**config.mk**
```make
export PLATFORM = sky130hd
export DESIGN_NAME = utf8_dfa_decoder
export DESIGN_NICKNAME = d
export VERILOG_FILES = /design/src/rtl/utf8d_pkg.sv /design/src/rtl/utf8d_core.sv /design/src/rtl/utf8_dfa_decoder.sv
export SDC_FILE = /design/constraint.sdc
export NUM_CORES = 1
export LEC_CHECK = 0
export BUFFER_PORTS_ARGS = -buffer_cell sky130_fd_sc_hd__buf_2
export CAP_MARGIN = 20
export CELL_PAD_IN_SITES_DETAIL_PLACEMENT = 2
export CELL_PAD_IN_SITES_GLOBAL_PLACEMENT = 2
export CORE_MARGIN = 2
export CORE_UTILIZATION = 34
export CTS_CLUSTER_DIAMETER = 40
export DETAILED_ROUTE_END_ITERATION = 10
export MAX_ROUTING_LAYER = met4
export PLACE_DENSITY = 0.73
export SYNTH_ARGS = -nofsm -noshare
export SYNTH_HDL_FRONTEND = slang
export SYNTH_SLANG_ARGS = --single-unit
```
**constraint.sdc**
```tcl
create_clock -name clk -period 4.4 [get_ports clk]
set_clock_uncertainty 0.1 [all_clocks]
set_input_delay 1.1 -clock clk [delete_from_list [all_inputs] [get_ports clk]]
set_output_delay 1.1 -clock clk [all_outputs]
set_load 0.02 [all_outputs]
```
**src/rtl/utf8d_pkg.sv**
```systemverilog
// ----------------------------------------------------------------------------
// UTF-8 decoder package
// Result types, DFA state codes and the constant byte-class and transition
// tables of the UTF-8 decoding automaton.
// ----------------------------------------------------------------------------
package utf8d_pkg;

    localparam int CODE_W  = 21;
    localparam int COUNT_W = 3;
    localparam int STATE_W = 4;
    localparam int CLASS_W = 4;

    localparam logic [STATE_W-1:0] ST_ACCEPT  = 4'd0;
    localparam logic [STATE_W-1:0] ST_REJECT  = 4'd1;
    localparam logic [STATE_W-1:0] NUM_STATES = 4'd9;

    localparam logic [COUNT_W-1:0] COUNT_MAX = 3'd7;

    typedef struct packed {
        logic [CODE_W-1:0]  code_point;
        logic [COUNT_W-1:0] byte_count;
        logic               is_terminator;
    } result_t;

    typedef struct packed {
        logic    valid;
        result_t data;
    } step_out_t;

    // Next state, indexed by current state and byte class.
    localparam logic [STATE_W-1:0] TRANS_ROM [0:8][0:11] = '{
        '{4'd0, 4'd1, 4'd2, 4'd3, 4'd5, 4'd8, 4'd7, 4'd1, 4'd1, 4'd1, 4'd4, 4'd6},
        '{4'd1, 4'd1, 4'd1, 4'd1, 4'd1, 4'd1, 4'd1, 4'd1, 4'd1, 4'd1, 4'd1, 4'd1},
        '{4'd1, 4'd0, 4'd1, 4'd1, 4'd1, 4'd1, 4'd1, 4'd0, 4'd1, 4'd0, 4'd1, 4'd1},
        '{4'd1, 4'd2, 4'd1, 4'd1, 4'd1, 4'd1, 4'd1, 4'd2, 4'd1, 4'd2, 4'd1, 4'd1},
        '{4'd1, 4'd1, 4'd1, 4'd1, 4'd1, 4'd1, 4'd1, 4'd2, 4'd1, 4'd1, 4'd1, 4'd1},
        '{4'd1, 4'd2, 4'd1, 4'd1, 4'd1, 4'd1, 4'd1, 4'd1, 4'd1, 4'd2, 4'd1, 4'd1},
        '{4'd1, 4'd1, 4'd1, 4'd1, 4'd1, 4'd1, 4'd1, 4'd3, 4'd1, 4'd3, 4'd1, 4'd1},
        '{4'd1, 4'd3, 4'd1, 4'd1, 4'd1, 4'd1, 4'd1, 4'd3, 4'd1, 4'd3, 4'd1, 4'd1},
        '{4'd1, 4'd3, 4'd1, 4'd1, 4'd1, 4'd1, 4'd1, 4'd1, 4'd1, 4'd1, 4'd1, 4'd1}
    };

    // Byte class of the automaton; the 256-entry table written as ranges.
    function automatic logic [CLASS_W-1:0] byte_class(input logic [7:0] b);
        logic [CLASS_W-1:0] c;
        begin
            if (b < 8'h80)
                c = 4'd0;
            else if (b < 8'h90)
                c = 4'd1;
            else if (b < 8'hA0)
                c = 4'd9;
            else if (b < 8'hC0)
                c = 4'd7;
            else if (b < 8'hC2)
                c = 4'd8;
            else if (b < 8'hE0)
                c = 4'd2;
            else if (b == 8'hE0)
                c = 4'd10;
            else if (b == 8'hED)
                c = 4'd4;
            else if (b < 8'hF0)
                c = 4'd3;
            else if (b == 8'hF0)
                c = 4'd11;
            else if (b < 8'hF4)
                c = 4'd6;
            else if (b == 8'hF4)
                c = 4'd5;
            else
                c = 4'd8;
            return c;
        end
    endfunction

endpackage

```
**src/rtl/utf8d_core.sv**
```systemverilog
// ----------------------------------------------------------------------------
// UTF-8 decoder core
// Holds the DFA state, the code point accumulator and the byte count, and
// works out the result of the byte at its input in a single pass.
// ----------------------------------------------------------------------------
module utf8d_core (
    input  logic                 clk,
    input  logic                 rst_n,
    input  logic                 step,
    input  logic [7:0]           data_byte,
    input  logic                 cfg_we,
    input  logic                 cfg_data,
    output utf8d_pkg::step_out_t res
);
    import utf8d_pkg::*;

    logic [STATE_W-1:0] state_reg,   state_next;
    logic [CODE_W-1:0]  partial_reg, partial_next;
    logic [COUNT_W-1:0] seen_reg,    seen_next;
    logic               ended_reg,   ended_next;
    logic               emit_reg;

    logic [CLASS_W-1:0] cls;
    logic [STATE_W-1:0] dfa_next;
    logic [7:0]         lead_bits;
    logic [COUNT_W-1:0] seen_inc;

    assign cls       = byte_class(data_byte);
    assign lead_bits = (8'hFF >> cls) & data_byte;
    assign seen_inc  = (seen_reg < COUNT_MAX) ? seen_reg + 3'd1 : seen_reg;

    always_comb
    begin
        dfa_next = ST_REJECT;
        if (state_reg < NUM_STATES)
            dfa_next = TRANS_ROM[state_reg][cls];
    end

    always_comb
    begin
        state_next   = state_reg;
        partial_next = partial_reg;
        seen_next    = seen_reg;
        ended_next   = ended_reg;
        res          = '0;
        if (!ended_reg) begin
            if (data_byte == 8'h00) begin
                // The zero byte ends the string in any DFA state.
                ended_next             = 1'b1;
                res.valid              = emit_reg;
                res.data.byte_count    = 3'd1;
                res.data.is_terminator = 1'b1;
            end else if (state_reg == ST_REJECT || state_reg >= NUM_STATES) begin
                state_next = ST_REJECT;
            end else begin
                if (state_reg == ST_ACCEPT)
                    partial_next = {{(CODE_W-8){1'b0}}, lead_bits};
                else
                    partial_next = {partial_reg[CODE_W-7:0], data_byte[5:0]};
                state_next = dfa_next;
                if (dfa_next != ST_REJECT) begin
                    if (dfa_next == ST_ACCEPT) begin
                        res.valid           = 1'b1;
                        res.data.code_point = partial_next;
                        res.data.byte_count = seen_inc;
                        seen_next           = '0;
                    end else begin
                        seen_next = seen_inc;
                    end
                end
            end
        end
    end

    always_ff @(posedge clk or negedge rst_n)
    begin
        if (!rst_n) begin
            state_reg   <= ST_ACCEPT;
            partial_reg <= '0;
            seen_reg    <= '0;
            ended_reg   <= 1'b0;
            emit_reg    <= 1'b0;
        end else begin
            if (cfg_we)
                emit_reg <= cfg_data;
            if (step) begin
                state_reg   <= state_next;
                partial_reg <= partial_next;
                seen_reg    <= seen_next;
                ended_reg   <= ended_next;
            end
        end
    end

endmodule

```
**src/rtl/utf8_dfa_decoder.sv**
```systemverilog
// ----------------------------------------------------------------------------
// UTF-8 DFA decoder
// Decodes a UTF-8 byte stream into code points with their byte counts.
//
//   Channel  Direction  Handshake              Payload
//   in       input      in_valid / in_ready    data_byte
//   out      output     out_valid / out_ready  code_point, byte_count,
//                                              is_terminator
//   cfg      input      cfg_valid / cfg_ready  cfg_data (emit_terminator)
//
// One byte is accepted per cycle unless input stalls; its result, if any,
// enters the output register, or the skid register while the output stalls.
// The core decodes a byte with a class lookup, a transition lookup and a shift.
// A two-entry output queue (output register plus skid register) lets input
// continue while one result waits; input stalls only when both are full.
// Reset puts the DFA in the accept state, clears the end-of-string flag and
// the emit_terminator register, and empties the output queue.
// ----------------------------------------------------------------------------
module utf8_dfa_decoder (
    input  logic        clk,
    input  logic        rst_n,
    input  logic        in_valid,
    output logic        in_ready,
    input  logic [7:0]  data_byte,
    output logic        out_valid,
    input  logic        out_ready,
    output logic [20:0] code_point,
    output logic [2:0]  byte_count,
    output logic        is_terminator,
    input  logic        cfg_valid,
    output logic        cfg_ready,
    input  logic        cfg_data
);
    import utf8d_pkg::*;

    step_out_t res;
    logic      in_fire;
    logic      out_fire;

    logic      out_valid_reg,  out_valid_next;
    logic      skid_valid_reg, skid_valid_next;
    result_t   out_data_reg,   out_data_next;
    result_t   skid_data_reg,  skid_data_next;

    assign cfg_ready = 1'b1;
    assign in_ready  = !skid_valid_reg;
    assign in_fire   = in_valid && in_ready;
    assign out_fire  = out_valid_reg && out_ready;

    utf8d_core u_core (
        .clk       (clk),
        .rst_n     (rst_n),
        .step      (in_fire),
        .data_byte (data_byte),
        .cfg_we    (cfg_valid),
        .cfg_data  (cfg_data),
        .res       (res)
    );

    always_comb
    begin
        out_valid_next  = out_valid_reg;
        skid_valid_next = skid_valid_reg;
        out_data_next   = out_data_reg;
        skid_data_next  = skid_data_reg;
        if (skid_valid_reg) begin
            // No new input while the skid register is full.
            if (out_ready) begin
                out_data_next   = skid_data_reg;
                skid_valid_next = 1'b0;
            end
        end else if (in_fire && res.valid) begin
            if (!out_valid_reg || out_ready) begin
                out_data_next  = res.data;
                out_valid_next = 1'b1;
            end else begin
                skid_data_next  = res.data;
                skid_valid_next = 1'b1;
            end
        end else if (out_fire) begin
            out_valid_next = 1'b0;
        end
    end

    always_ff @(posedge clk or negedge rst_n)
    begin
        if (!rst_n) begin
            out_valid_reg  <= 1'b0;
            skid_valid_reg <= 1'b0;
        end else begin
            out_valid_reg  <= out_valid_next;
            skid_valid_reg <= skid_valid_next;
        end
    end

    always_ff @(posedge clk)
    begin
        out_data_reg  <= out_data_next;
        skid_data_reg <= skid_data_next;
    end

    assign out_valid     = out_valid_reg;
    assign code_point    = out_data_reg.code_point;
    assign byte_count    = out_data_reg.byte_count;
    assign is_terminator = out_data_reg.is_terminator;

    a_skid_behind_out: assert property (@(posedge clk) disable iff (!rst_n)
        skid_valid_reg |-> out_valid_reg)
        else $error("skid register holds a result while the output is empty");

    a_count_range: assert property (@(posedge clk) disable iff (!rst_n)
        out_valid_reg |-> (byte_count != 3'd0 && byte_count <= 3'd4))
        else $error("byte count out of range");

    a_terminator_shape: assert property (@(posedge clk) disable iff (!rst_n)
        (out_valid_reg && is_terminator) |-> (code_point == '0 && byte_count == 3'd1))
        else $error("terminator result carries a code point");

    a_result_lands: assert property (@(posedge clk) disable iff (!rst_n)
        (in_fire && res.valid) |=> out_valid_reg)
        else $error("accepted result did not reach the output register");

endmodule
```
== After elaboration in Yosys (flattened, before gate mapping) ==
Memory sizes are Yosys's and may differ from the RTL's.
Index checks and enable logic that the tools add are counted.

* Add/subtract/negate cells: 1
* Magnitude comparators: 13
* Equal/unequal tests: 8
* Shift operators: 1
* Muxes and demuxes: 42
* Bitwise operators: 8
* Reduce and logical (&&, ||, !) cells: 19

{| class="wikitable"
|+ Operators by type and width
! cell !! number
|-
| 25-bit two-way mux || 7
|-
| 48-bit two-way mux || 2
|-
| 8-bit less-than comparator (second input constant) || 8
|-
| 4-bit two-way mux || 16
|-
| 21-bit two-way mux || 2
|-
| 8-bit equality test (second input constant) || 4
|-
| 26-bit two-way mux || 1
|-
| 4-bit binary-select mux with 4-bit select || 1
|-
| 3-bit AND reduction || 4
|-
| 5-bit >= comparator (second input constant) || 2
|-
| 1-bit two-way mux || 10
|-
| 4-bit inverter with 5-bit output || 2
|-
| 3-bit two-way mux || 3
|-
| 8-bit bitwise AND || 1
|-
| 4-bit zero test || 2
|-
| 8-bit zero test || 1
|-
| 8-bit by 4-bit right shift with 8-bit output (first input constant) || 1
|-
| 2-bit nonzero test || 3
|-
| 1-bit inverter || 5
|-
| 5-bit AND reduction || 1
|-
| 4-bit by 1-bit equality test with 1-bit output (second input constant) || 1
|-
| 4-bit >= comparator (second input constant) || 1
|-
| 4-bit less-than comparator (second input constant) || 1
|-
| 4-bit by 1-bit inequality test with 1-bit output (second input constant) || 1
|-
| other kinds (8) || 12
|}

* Flip-flop bits (word level): 76
* Memory bits (read-only): 768
* Output and inout port bits: 28
* Logic and storage cells: 106
* Memories: 1

{| class="wikitable"
|+ Memories
! memory !! depth !! width !! read ports !! clocked after memory_dff !! write ports !! line !! source
|-
| (name not given) || 16 || 48 || 1 || 0 || 0 || utf8d_core.sv:36 || <nowiki>dfa_next = TRANS_ROM[state_reg][cls];</nowiki>
|}

== Longest topological paths before layout ==
* Depth after elaboration: 27
* Depth in mapped cells: 10

== By module ==
Synthesis repeated with hierarchy kept, for this count alone.

* Cells, all modules: 342
* Area, all modules: 4146.5 µm²

{| class="wikitable"
|+ By module, submodules not included
! module !! times used !! cells each !! area an instance (µm²) !! sequential area each (µm²)
|-
| utf8d_core || 1 || 250 || 2105.8 || 600.6
|-
| utf8_dfa_decoder || 1 || 92 || 2040.7 || 1551.5
|}

== Worst setup path before layout ==
Ideal clock, no wire load.

* Path type: in2reg
* From: input data_byte[1]
* To: register skid_data_reg[0] in the netlist's numbering, enable pin
* Library setup time: 0.471 ns
* Data arrival time: 5.372 ns
* Setup slack: -1.543 ns
* Stages: 9
* Path through: buf_6 -> or4bb_1 -> a21oi_2 -> o21ba_2 -> nand2_1 -> o31a_1 -> a211oi_2 -> a21boi_0 -> nor4_1

* Cells in the longest elaborated chain, start to end: 26
* Elaborated cells between the ends (all ways): 39
* Those cells by class: 8 x order compare; 5 x eq/ne; 21 x mux; 1 x bitwise; 4 x reduce/logical

{| class="wikitable"
|+ Ends and longest elaborated chain
! element !! line !! source
|-
| start: declaration || utf8_dfa_decoder.sv:24 || <nowiki>input logic [7:0] data_byte,</nowiki>
|-
| branches (longest 22 deep; another with 8-bit less-than comparator) || n/a ||
|-
| 1-bit two-way mux * || utf8d_core.sv:47 || <nowiki>if (data_byte == 8'h00) begin</nowiki>
|-
| 26-bit two-way mux * || utf8d_core.sv:46 || <nowiki>if (!ended_reg) begin</nowiki>
|-
| 1-bit logical AND * || utf8_dfa_decoder.sv:72 || <nowiki>end else if (in_fire && res.valid) begin</nowiki>
|-
| 3-bit AND reduction (no line) * || n/a ||
|-
| end signal: assignment || utf8_dfa_decoder.sv:99 || <nowiki>skid_data_reg <= skid_data_next;</nowiki>
|-
| end: declaration || utf8_dfa_decoder.sv:43 || <nowiki>result_t skid_data_reg, skid_data_next;</nowiki>
|}

Every way passes the cells marked *. The select of a mux whose other input is x is not followed.
A chain may end at the register's enable or synchronous reset.

== Worst setup path after layout ==
* From: input data_byte[2]
* To: register skid_data_reg[14] in the netlist's numbering, enable pin

The elaborated chain is that of the path after synthesis.

==> impl_metrics.tcl <==
set metrics [dict create \
    crit_path_cell_trace "buf_2 -> or4bb_1 -> a21oi_2 -> o21ai_1 -> a2111oi_2 -> a22oi_1 -> a211oi_2 -> a21boi_0 -> nor4_4 -> buf_12" \
    layout_min_cycle_time_ns 3.987 \
    status "finished clean" \
    cp_max_fo 25 \
    port_buffers 40 \
    slowest_delay_ns 0.53 \
    avgViaCountPerCell 5.492 \
    drc 0 \
    synth_simple_gate_area_share_pct 20.07 \
    synth_mux_area_share_pct 1.360 \
    synth_fp_nets 392 \
    worst-path-buf-inv 2 \
    powerDensity_nw_per_um2 430.7 \
    min_from "u_core.partial_reg[9]$_DFFE_PN0P_" \
    antenna_found_initial 0 \
    worst-setup-path-type "input pin to flop" \
    start_kind "input pin" \
    hp-class "flop to flop" \
    grt.total_usage_pct 20.62 \
    wl_mm 11.93 \
    fp.dieArea_um2 12240 \
    synth-edff-count 50 \
    ant_nets 0 \
    finalHoldViolCount 0 \
    core-area_um2 10980 \
    avgSynthCellArea_um2 10.25 \
    ys_ff_latch 76 \
    area_growth_pct 17.35 \
    drive_above_1_share_pct 20.76 \
    setup_violations 0 \
    insertion_delay_ns 0.33 \
    h-tree-depth 3 \
    grt_pass1_wl_mm 19.30 \
    rsz0062_at_grt "false" \
    place_ws_ns 0.07591 \
    largest_register_ffs 25 \
    leakage_nw 1.776 \
    yosysSeqAreaShare_pct 55.68 \
    setup-tns-final_ns 0 \
    nNetsFinal 429 \
    async_flop_share_pct 34.21 \
    syn-cell-area_um2 3865 \
    grt_max_degree 39 \
    cts.clk_slew.worst_paths_ns 0.06 \
    tightest_slew_ns 0.7423 \
    synth_top_family_by_area "simple AND/OR/NAND/NOR gates" \
    final_cell_mix "71 x nand2_1, 50 x edfxtp_1, 40 x buf_2, 33 x o21ai_0, 26 x dfrtp_1" \
    synthXorXnorAreaFrac_pct 0 \
    end_kind "flop" \
    die_x_um 110.6 \
    slew_headroom_pct 50.52 \
    place.gp.congestion 0.8637 \
    synth_compound_area_share_pct 18.39 \
    cts_setup_buffers 0 \
    io_pins 42 \
    start_util_pct 35.19 \
    fin_crit_sh_pct 90.61 \
    layout_commonest_cell "nand2_1" \
    fin_ws_ns 0.4131 \
    cts_made_buffers 9 \
    cpLargestDelayFamily "compound AO/OA/AOI/OAI gates" \
    max_cap_viol_count 0 \
    die_height_um 110.6 \
    r2r-start "u_core.state_reg[0]$_DFFE_PN0P_" \
    clock_path_buffers 2 \
    grt_pass1_vias 3406 \
    cts-root-buf "clkbuf_16" \
    overflow 0 \
    cts_resized 0 \
    hpwlAfterDp_mm 8.223 \
    crit_arrival_ns 3.92 \
    cts_sinks 76 \
    via_count 3070 \
    syn_inst 377 \
    dr.pass1.iters 4 \
    slew_viol_final 0 \
    synth_cell_types 61 \
    antenna_cells 0 \
    synth-warning-count 0 \
    max_freq_ghz 0.2508 \
    post_drt_wl_per_cell_um 21.34 \
    crit_path_top_delay_cell "or4bb_1" \
    peakVddDrop_mv 0.1546 \
    drt_iter0_drc 123 \
    worstPathRequired_ns 4.33 \
    synth-main-ff-cell "edfxtp_1" \
    cts_tree "yes" \
    cts_hold_repair.buffers 0 \
    synthAdderAreaFrac_pct 0.3237 \
    num_rows 38 \
    startpoint "data_byte[2]" \
]
[through the flow]
stage          hold WS, ns  instance area, µm²  total power, mW  utilization [%]  std cells
3_3_place_gp        0.3861                4258            1.242            38.77        543
4_1_cts             0.4103                4536            1.974            41.30        559
2_1_floorplan       0.3505                3895            1.126                -        377
5_1_grt             0.4612                4536            2.058            41.30        559
3_5_place_dp        0.3988                4258            1.264            38.77        543
6_report            0.4181                4536            1.953            41.30        559
[worst min-delay path: stages (launching register included)]
cell and delay (ns):
dfrtp_1 0.36, nand2_1 0.06, o21ai_0 0.06
[path summary, 6_finish.rpt]
path                                                     end  slack, ns  cells past startpoint
max in group asynchronous              out_valid$_DFFE_PN0P_       3.08                      1
hold / removal             u_core.partial_reg[9]$_DFFE_PN0P_       0.42                      2
min in group asynchronous  u_core.partial_reg[9]$_DFFE_PN0P_       0.69                      1
setup reg to reg                    code_point[12]$_DFFE_PP_       1.24                      9
setup / recovery                 skid_data_reg[14]$_DFFE_PP_       0.41                     10
hold reg to reg            u_core.partial_reg[9]$_DFFE_PN0P_       0.42                      2
[logic make-up (layout without fill, tap and decap cells)]
family | count (synthesis) | in the layout
and+or+nand+nor | 157 | 157
DFF | 76 | 76
other | 1 | 1
buffers and inverters | 34 | 76
muxes | 5 | 5
adders and majority gates | 1 | 1
AOI/OAI and AO/OA | 103 | 103
[layer usage]
layer  share of wire [%]  vias up  global-route usage (%)
met5                   0        -                       -
met4                0.92        0                   5.250
met3                 2.4        6                   3.458
met2                  55       45                   37.26
met1                  42     1561                   23.80
li1                    -     1458                       -
[final cells by class]
type	count	area, µm²
Clock inverter	6	38.79
Fill cell	1185	6447
Tap cell	140	175.2
Inverter	8	30.03
Timing Repair Buffer	52	315.3
Sequential cell	76	2152
Clock buffer	10	239.0
Multi-Input combinational cell	267	1585
[cells in the mapped netlist, types with 2 or more instances]
master     instances  area share, %
mux2_2             2           0.58
nor2_1            19            1.8
buf_4              2           0.39
nor2b_1            3           0.49
nand2b_1           3           0.49
a211oi_1           3           0.58
edfxtp_1          50             39
o41ai_1            2           0.45
nor4bb_1           3           0.78
o21ai_1            9            1.2
o31ai_1            8            1.6
nand3_1           18            2.3
clkbuf_1          16            1.6
and2_1             4           0.65
o21ba_2            2           0.52
nor3_1             4           0.52
mux2i_1            3           0.78
a21oi_1           10            1.3
buf_6              2           0.58
nor4_1             3           0.49
a31oi_1            2           0.32
nand2_1           71            6.9
a22oi_1            3           0.58
nand3b_1           3           0.58
nand4_1            2           0.32
o21bai_1           4           0.78
a2111oi_0          2           0.45
o21ai_0           33            4.3
buf_2              6           0.78
dfrtp_1           26             17
o31a_1             2           0.45
a21o_1             2           0.39
or3_1              2           0.32
a21boi_0           2           0.39
o31ai_2            5            1.6
and3_1            14            2.3
inv_1              8           0.78
[power breakdown]
group	leakage (nW)	total (mW)	switching, mW	internal, mW
Sequential	0.824	0.943	0.0937	0.849
Combinational	0.817	0.317	0.213	0.104
Clock	0.135	0.694	0.298	0.396
(Power assumes the default switching activity.)
